$ cat src/rtl/ust_pkg.sv
package ust_pkg;

  localparam int unsigned FUNC_W  = 2;
  localparam int unsigned VALUE_W = 32;
  localparam int unsigned COUNT_W = 11;

  localparam logic [FUNC_W-1:0] FUNC_INSERT = 2'd0;
  localparam logic [FUNC_W-1:0] FUNC_DELETE = 2'd1;
  localparam logic [FUNC_W-1:0] FUNC_MEMBER = 2'd2;

  // controller -> datapath
  typedef struct packed {
    logic load;       // capture request, restart scan
    logic scan;       // walk stored entries
    logic append;     // insert miss: write at end or flag drop
    logic read_last;  // delete hit: fetch last entry
    logic move;       // delete hit: last entry into hit slot
    logic emit;       // load output register
  } ust_cmd_t;

  // datapath -> controller
  typedef struct packed {
    logic              match;     // compared entry equals value
    logic              scan_end;  // all entries compared, no match
    logic [FUNC_W-1:0] op;
    logic              out_free;  // output register can take a result
  } ust_sts_t;

endpackage

$ cat src/rtl/ust_ctrl.sv
module ust_ctrl (
  input  logic              clk_i,
  input  logic              rst_ni,
  input  logic              in_valid_i,
  output logic              in_ready_o,
  input  ust_pkg::ust_sts_t sts_i,
  output ust_pkg::ust_cmd_t cmd_o
);

  localparam logic [2:0] ST_IDLE  = 3'd0;
  localparam logic [2:0] ST_SCAN  = 3'd1;
  localparam logic [2:0] ST_FETCH = 3'd2;
  localparam logic [2:0] ST_MOVE  = 3'd3;
  localparam logic [2:0] ST_RESP  = 3'd4;

  logic [2:0] state_q, state_d;

  always_comb begin
    state_d    = state_q;
    cmd_o      = '0;
    in_ready_o = 1'b0;
    case (state_q)
      ST_IDLE: begin
        in_ready_o = 1'b1;
        if (in_valid_i) begin
          cmd_o.load = 1'b1;
          state_d    = ST_SCAN;
        end
      end
      ST_SCAN: begin
        cmd_o.scan = 1'b1;
        if (sts_i.match) begin
          state_d = (sts_i.op == ust_pkg::FUNC_DELETE) ? ST_FETCH : ST_RESP;
        end else if (sts_i.scan_end) begin
          cmd_o.append = (sts_i.op == ust_pkg::FUNC_INSERT);
          state_d      = ST_RESP;
        end
      end
      ST_FETCH: begin
        cmd_o.read_last = 1'b1;
        state_d         = ST_MOVE;
      end
      ST_MOVE: begin
        cmd_o.move = 1'b1;
        state_d    = ST_RESP;
      end
      ST_RESP: begin
        if (sts_i.out_free) begin
          cmd_o.emit = 1'b1;
          state_d    = ST_IDLE;
        end
      end
      default: begin
        state_d = ST_IDLE;
      end
    endcase
  end

  always_ff @(posedge clk_i or negedge rst_ni) begin
    if (!rst_ni) begin
      state_q <= ST_IDLE;
    end else begin
      state_q <= state_d;
    end
  end

endmodule

$ cat config.mk
export PLATFORM = sky130hd
export DESIGN_NAME = ust_ctrl
export DESIGN_NICKNAME = d
export VERILOG_FILES = /design/src/rtl/ust_pkg.sv /design/src/rtl/ust_ctrl.sv
export SDC_FILE = /design/constraint.sdc
export NUM_CORES = 1
export LEC_CHECK = 0
export BUFFER_PORTS_ARGS = -buffer_cell sky130_fd_sc_hd__buf_2
export CORE_AREA = 2 2 39 41
export DETAILED_ROUTE_END_ITERATION = 10
export DIE_AREA = 0 0 41 43
export HOLD_SLACK_MARGIN = 0.12
export PLACE_DENSITY_LB_ADDON = 0.12
export SKIP_LAST_GASP = 1
export SYNTH_ARGS = -nofsm -noshare
export SYNTH_HDL_FRONTEND = slang
export SYNTH_SLANG_ARGS = --single-unit
$ cat constraint.sdc
create_clock -name clk_i -period 1.5 [get_ports clk_i]
set_clock_uncertainty 0.1 [all_clocks]
set_input_delay 0.375 -clock clk_i [delete_from_list [all_inputs] [get_ports clk_i]]
set_output_delay 0.375 -clock clk_i [all_outputs]
set_load 0.01 [all_outputs]
# ---- Yosys cells after proc, flatten, opt, wreduce, memory -nomap -nowiden
# Index checks and enable logic that the tools add are counted.
dict set report word_totals {
  reg_bits 3
  elab_cells 28
  output_inout_bits 7
  inputBits 8
}
dict set report op_classes {
  n_eq_ne 8
  n_mux 16
  n_reduce_logical 3
}
# operator n
set op_table {}
lappend op_table {{$mux 3} 5}
lappend op_table {{$pmux 3 s5} 1}
lappend op_table {{$mux 1} 9}
lappend op_table {{$eq 3x2->1 const B} 2}
lappend op_table {{$ne 2x2->1 const B} 2}
lappend op_table {{$eq 3x1->1 const B} 1}
lappend op_table {{$eq 3x3->1 const B} 1}
lappend op_table {{$logic_not 3->1} 1}
lappend op_table {{$ne 3x3->1 const B} 1}
lappend op_table {{$reduce_and 3->1} 1}
lappend op_table {{$eq 2x1->1 const B} 1}
lappend op_table {{$logic_not 2->1} 1}
lappend op_table {{$mux 2} 1}

# ---- Logic depth before layout (Yosys ltp)
# Gate-level depths: netlist (run 1).
dict set report depth {
  depth_word 4
  mapped_depth 4
  depth_no_buf 3
}

# ---- Worst setup path before layout (run 1)
# OpenSTA, ideal clock, no wires.
dict set report synth_path {
  kind {register to output}
  start {register state_q[1]}
  end {output port cmd_o[5] (netlist bit)}
  n_path_buf 1
  stages_incl_launch_ff 4
  setup_slack_ps 20
  t_arrival_ps 1005
  required_time_ps 1025
  path_cell_list {dfrtp_1 buf_6 nor3_1 and2_1}
}
# item line_no
set synth_lines {}
lappend synth_lines {{start, declared} ust_ctrl.sv:16} ;# logic [2:0] state_q, state_d;
lappend synth_lines {{start signal, assigned} ust_ctrl.sv:63} ;# state_q <= state_d;
lappend synth_lines {{end, declared} ust_ctrl.sv:7} ;# output ust_pkg::ust_cmd_t cmd_o

==> results of run 1 <==
-- area by class of cell --
type	count	area [um^2]
fill	152	941
tap	16	20.0
sequential	3	77.6
clock buffer	4	26.3
timing repair buffer	21	148
multi-input combinational	20	168
inverter	1	3.75
-- report_power, final --
| group | switching [mW] | leakage (nW) | total (mW) | internal, mW |
|---|---|---|---|---|
| combinational | 0.175 | 0.157 | 0.413 | 0.238 |
| clock | 0.0404 | 0.0150 | 0.140 | 0.0996 |
| sequential | 0.0590 | 0.0361 | 0.174 | 0.115 |
-- stage by stage --
stage / instances / setup TNS (ns) / cell area, um^2 / worst slack, ns
after floorplan: 25 / 0 / 225 / 0.0195
after global placement: 57 / 0 / 327 / 0.0612
after detailed placement: 57 / 0 / 327 / 0.0584
after CTS: 63 / -0.793 / 389 / -0.157
after global routing: 65 / -1.12 / 443 / -0.211
final: 65 / -0.668 / 443 / -0.163
-- cell usage after synthesis, drive strengths merged --
cell | count | area share, %
nor2b | 1 | 2.8
buf | 1 | 5.0
inv | 1 | 1.7
and3 | 1 | 2.8
nand2b | 1 | 2.8
nor2 | 4 | 6.7
o32ai | 1 | 7.2
nor3 | 5 | 13
or2b | 1 | 3.3
and2 | 1 | 2.8
a21oi | 1 | 3.9
dfrtp | 3 | 33
nand2 | 2 | 3.3
and4bb | 2 | 11
-- how the worst max path moves through the flow --
stage                                       from        to  slack [ns]  cells after the start
after floorplan           state_q[1]$_DFFE_PN0P_  cmd_o[5]        0.02                      3
after global placement                  sts_i[2]  cmd_o[3]        0.06                      4
after detailed placement                sts_i[2]  cmd_o[3]        0.06                      4
after CTS                 state_q[2]$_DFFE_PN0P_  cmd_o[3]       -0.16                      3
after global routing      state_q[2]$_DFFE_PN0P_  cmd_o[3]       -0.21                      3
final                     state_q[2]$_DFFE_PN0P_  cmd_o[3]       -0.16                      3
-- layer usage --
layer	track usage (%)	vias to the layer above
met1	11.9	123
met3	1.57	0
met2	13.1	10
li1	-	135
met4	8.00	0
met5	0	-
-- critical path, delay by kind of cell, from the launching register on --
family,cells,cell delay (ns)
AND/OR/NAND/NOR,2,0.45
buffers and inverters,1,0.10
flip-flops,1,0.41
-- logic make-up (layout without fill, tap and decap cells) --
logic type	after synthesis	after routing	synth area share [%]
AND/OR/NAND/NOR	18	18	48.9
flip-flops	3	3	33.3
buffers and inverters	2	26	6.66
AO/OA/AOI/OAI	2	2	11.1
-- repair_timing --
action | 4_1_cts | 5_1_grt
resized for setup | 5 | 8
hold endpoints to repair | 3 | 0
setup buffers | 1 | 2
endpoints found under the setup margin | 7 | 7
hold buffers | 1 | 0
pin swaps | 1 | 0
==> results by group, run 1 <==
Run status
  – Outcome: finished, violations left
  – Failing checks: negative setup slack

Route
  – Drt first pass iters: 4
  – Drt via density: 4.12
  – Via count: 268
  – WL met3: 42 um
  – DR top layer: met3
  – Post-route ant nets: 0
  – Post-DR wirelength/cell: 10.6 um
  – Number of DRC markers in iteration 0: 3
  – DR WL met2: 390 um
  – DRC: 0
  – Final wirelength: 690 um
  – Post-Route M1 WL: 258 um

Layout
  – Leading cell type in the layout, fill and taps excluded: buf_2
  – Max FFs per register: 3
  – Final nets: 58
  – Fraction of layout cells with a size suffix above 1: 69.4%
  – Area Growth Syn to Fin: 96.7%
  – Final core occ: 32.0%
  – Biggest register: state_q
  – Antenna cells: 0
  – Commonest non-fill, non-tap cells in the layout: buf_2 (11), buf_4 (5), buf_6 (4)
  – Largest regs: state_q (3)

Worst setup path
  – Reg2Reg Setup Slack: 0.20 ns
  – RR Startpoint: state_q[1]$_DFFE_PN0P_
  – Crit start category: flop
  – Slowest-stage cell, CP: dfrtp_1
  – Crit path DAT: 1.19 ns
  – CP max FO: 4
  – R2R cell count: 4
  – FF-to-FF End: state_q[1]$_DFFE_PN0P_
  – Worst path cell trace: nand2b_4 > and4bb_2 > buf_6
  – Setup crit end kind: output port
  – Max stage delay on crit path: 0.41 ns
  – Data required, critical path: 1.02 ns
  – Critical path type: reg -> out

Global routing
  – First-pass GRT wire length: 1080 um
  – Initial antenna violation count: 0
  – Vias in the first global route: 265
  – GRT overflow: 0
  – Overall Global Routing Usage: 9.45%
  – Largest net degree at the start of global routing: 8

STA
  – Final worst-path cycle share: 111%
  – Unrepaired setup endpoints after global routing: yes
  – Fin crit period: 1.66 ns
  – Slew HR: 85.4%
  – Maximum clock rate: 0.601 GHz
  – Endpoints failing setup: 7
  – Worst-case hold slack: 0.235 ns
  – Hold Vio Cnt, Final: 0
  – Slew Limit Fails: 0
  – Worst Max-Slew Pin Slew: 0.217 ns
  – Min setup slack post-route: -0.163 ns

Clock tree
  – TritonCTS clock tree: done
  – H-tree depth: 1
  – Clk pin slew, worst setup/hold paths: 0.04 ns
  – Num CTS Buffers: 3
  – Clk Latency, worst-skew pair: 0.23 ns
  – CTS Buffer Depth: 2
  – TritonCTS Sinks: 3
  – Clock root buffer: clkbuf_4

Min path
  – Hold Crit Class: in -> reg
  – Hold endpoint: state_q[2]$_DFFE_PN0P_
  – Hold Crit Start: sts_i[0]
  – Hold path depth: 2

Power and ir drop
  – Maximum vdd drop: 0.604 mV
  – Total power draw: 0.727 mW
  – PD cells: 1640 nW/um^2
  – Leakage power: 0.209 nW

Place
  – Port-buffer cells: 14
  – Placer Congestion: 0.707
  – DP Wirelength: 501 um

Synth
  – Syn nets: 33
  – Cells after synthesis: 25
  – Yosys warning count: 0
  – Seq/Total Area, Yosys: 33.3%
  – Register bit total from synthesis: 3
  – Post-Syn Area per Cell: 9.01 um^2
  – Synth cell types: 16
  – Mapped cell area: 225 um^2

Flow run
  – Max-Cap Viols: 0

Floorplanning
  – Core Box Area: 1380 um^2
  – Die width: 41 um
  – Ports: 15
  – Die ar.: 1760 um^2
  – Core Rows: 14
  – Die height: 43 um
  – Initial Util: 16.3%
Power figures use the tool's default switching activity.
==> run 2, diff against run 1 <==
Clock period 1.5 ns to 1.8 ns, I/O delays scaled along.
==> run 2 against run 1 <==
Net effect:
- the run now ends clean
- first-iteration DRC count grew 33%
- register-to-register slack gained 0.33 ns
- cell area shrank 13%
- combinational power shrank 39%
- clock-buffer cell count is the same
- sequential cell count is the same
- critical endpoint unchanged
==> results by group, run 2 (synthesized netlist as in run 1, its figures left out) <==
Power and ir drop
  – Sw Share: 38.4%
  – Internal: 0.319 mW
  – PD cells: 1350 nW/um^2
  – Comb pwr share: 49.0%
  – Maximum vdd drop: 0.340 mV
  – Part of the power in the clock network: 23.4%
  – NetSw: 0.199 mW
  – Leakage power: 0.190 nW
  – Total power draw: 0.518 mW
  – Seq pwr share: 27.6%

Layout
  – Antenna cells: 0
  – Final core occ: 27.8%
  – Leading cell type in the layout, fill and taps excluded: buf_2
  – Commonest non-fill, non-tap cells in the layout: buf_2 (14), nor2_1 (4)
  – Fraction of layout cells with a size suffix above 1: 65.2%
  – Fill cells: 157
  – Final nets: 55
  – Design area: 384 um^2
  – Biggest register: state_q
  – Max FFs per register: 3
  – Area Growth Syn to Fin: 70.6%
  – Largest regs: state_q (3)

Clock tree
  – Clk pin slew, worst setup/hold paths: 0.04 ns
  – Num CTS Buffers: 3
  – Clock root buffer: clkbuf_4
  – CTS Buffer Depth: 2
  – H-tree depth: 1
  – TritonCTS Sinks: 3
  – TritonCTS clock tree: done
  – Clk Latency, worst-skew pair: 0.24 ns

Global routing
  – Met1 Resource Use GR: 10.4%
  – GRT Max-Usage Layer: met2
  – GR Util met3: 1.57%
  – Largest net degree at the start of global routing: 8
  – GRT met2 Usage: 13.8%
  – GRT overflow: 0
  – Initial antenna violation count: 0
  – First-pass GRT wire length: 1060 um
  – Overall Global Routing Usage: 9.47%
  – Vias in the first global route: 265

Worst setup path
  – Critical path type: reg -> out
  – Crit start category: flop
  – Top delay family on crit path: simple AND/OR/NAND/NOR gates
  – Max stage delay on crit path: 0.41 ns
  – Slowest-stage cell, CP: dfrtp_2
  – Data required, critical path: 1.25 ns
  – WP buf/inv: 1
  – Crit path DAT: 1.20 ns
  – CP max FO: 4
  – Setup crit end kind: output port
  – Worst path cell trace: nand2b_4 > and4bb_2 > buf_2

Floorplanning
  – Ports: 15
  – Die height: 43 um
  – Core Box Area: 1380 um^2
  – Die width: 41 um
  – Initial Util: 16.3%
  – Core Rows: 14
  – Die ar.: 1760 um^2

STA
  – Worst Max-Slew Pin Slew: 0.197 ns
  – Maximum clock rate: 0.570 GHz
  – Hold Vio Cnt, Final: 0
  – Slew HR: 86.8%
  – Final worst-path cycle share: 97.5%
  – Fin crit period: 1.75 ns
  – Setup TNS: 0 ns
  – Endpoints failing setup: 0
  – Slew Limit Fails: 0

Flow run
  – Max-Cap Viols: 0

Place
  – Placed Area: 304 um^2
  – Port-buffer cells: 14
  – Placer Congestion: 0.670
  – DP Wirelength: 458 um

Run status
  – Outcome: completed

Route
  – Drt first pass iters: 3
  – Final wirelength: 626 um
  – Post-DR wirelength/cell: 10.1 um
  – Number of DRC markers in iteration 0: 4
  – DRC: 0
  – Post-route ant nets: 0
  – Drt via density: 4.00
  – Via count: 248

Min path
  – Hold Crit Class: in -> reg
run 2: cell types whose count changed in the layout (fill, tap and decap cells not counted):
cell	before	now
dfrtp_2	2	3
nor2_1	2	4
dfrtp_1	1	0
nor2_4	2	0
buf_4	5	3
buf_6	4	0
buf_2	11	14
run 2: through the flow:
stage                     worst slack (ns)  hold slack [ns]  instances
final                               0.0455            0.311         62
after global routing               -0.0190            0.311         62
after CTS                           0.0299            0.304         61
after detailed placement             0.179            0.147         54
after global placement               0.183            0.148         54
after floorplan                      0.245           0.0544         25
run 2: repair_timing:
item | CTS | global route
pin swaps | 0 | 1
setup buffers | 2 | 1
endpoints found under the hold margin | 3 | 0
resized for setup | 3 | 3
setup endpoints to repair | 1 | 3
hold buffers | 1 | 0
run 2: metal layers:
metal,wire [um],vias up
met5,0,-
met4,21,0
met3,32,2
met2,310,10
met1,263,108
li1,-,128
run 2: path summary, 6_finish.rpt:
| check | from | endpoint | slack [ns] | depth (start not counted) |
|---|---|---|---|---|
| max in group asynchronous | rst_ni | state_q[1]$_DFFE_PN0P_ | 1.05 | 2 |
| hold / removal | sts_i[0] | state_q[2]$_DFFE_PN0P_ | 0.31 | 2 |
| setup / recovery | state_q[2]$_DFFE_PN0P_ | cmd_o[3] | 0.05 | 3 |
| min in group asynchronous | rst_ni | state_q[0]$_DFFE_PN0P_ | 0.43 | 2 |
| hold reg to reg | state_q[2]$_DFFE_PN0P_ | state_q[1]$_DFFE_PN0P_ | 0.49 | 2 |
| setup reg to reg | state_q[1]$_DFFE_PN0P_ | state_q[1]$_DFFE_PN0P_ | 0.53 | 4 |
run 2: power groups by stage:
| stage | combinational (mW) | clock [mW] | sequential [mW] |
|---|---|---|---|
| finish | 0.253 | 0.121 | 0.143 |
| global route | 0.283 | 0.131 | 0.148 |
| CTS | 0.245 | 0.128 | 0.136 |
| detailed placement | 0.197 | 0 | 0.140 |
| global placement | 0.199 | 0 | 0.141 |
| floorplan | 0.149 | 0 | 0.120 |
run 2: area by class of cell:
class                   count  area [um^2]  area share [%]
well taps                  16         20.0            5.21
flip-flops and latches      3         78.8            20.5
repair buffers             18          103            26.7
clock buffers               4         26.3            6.84
inverters                   1         3.75           0.977
multi-input cells          20          153            39.7
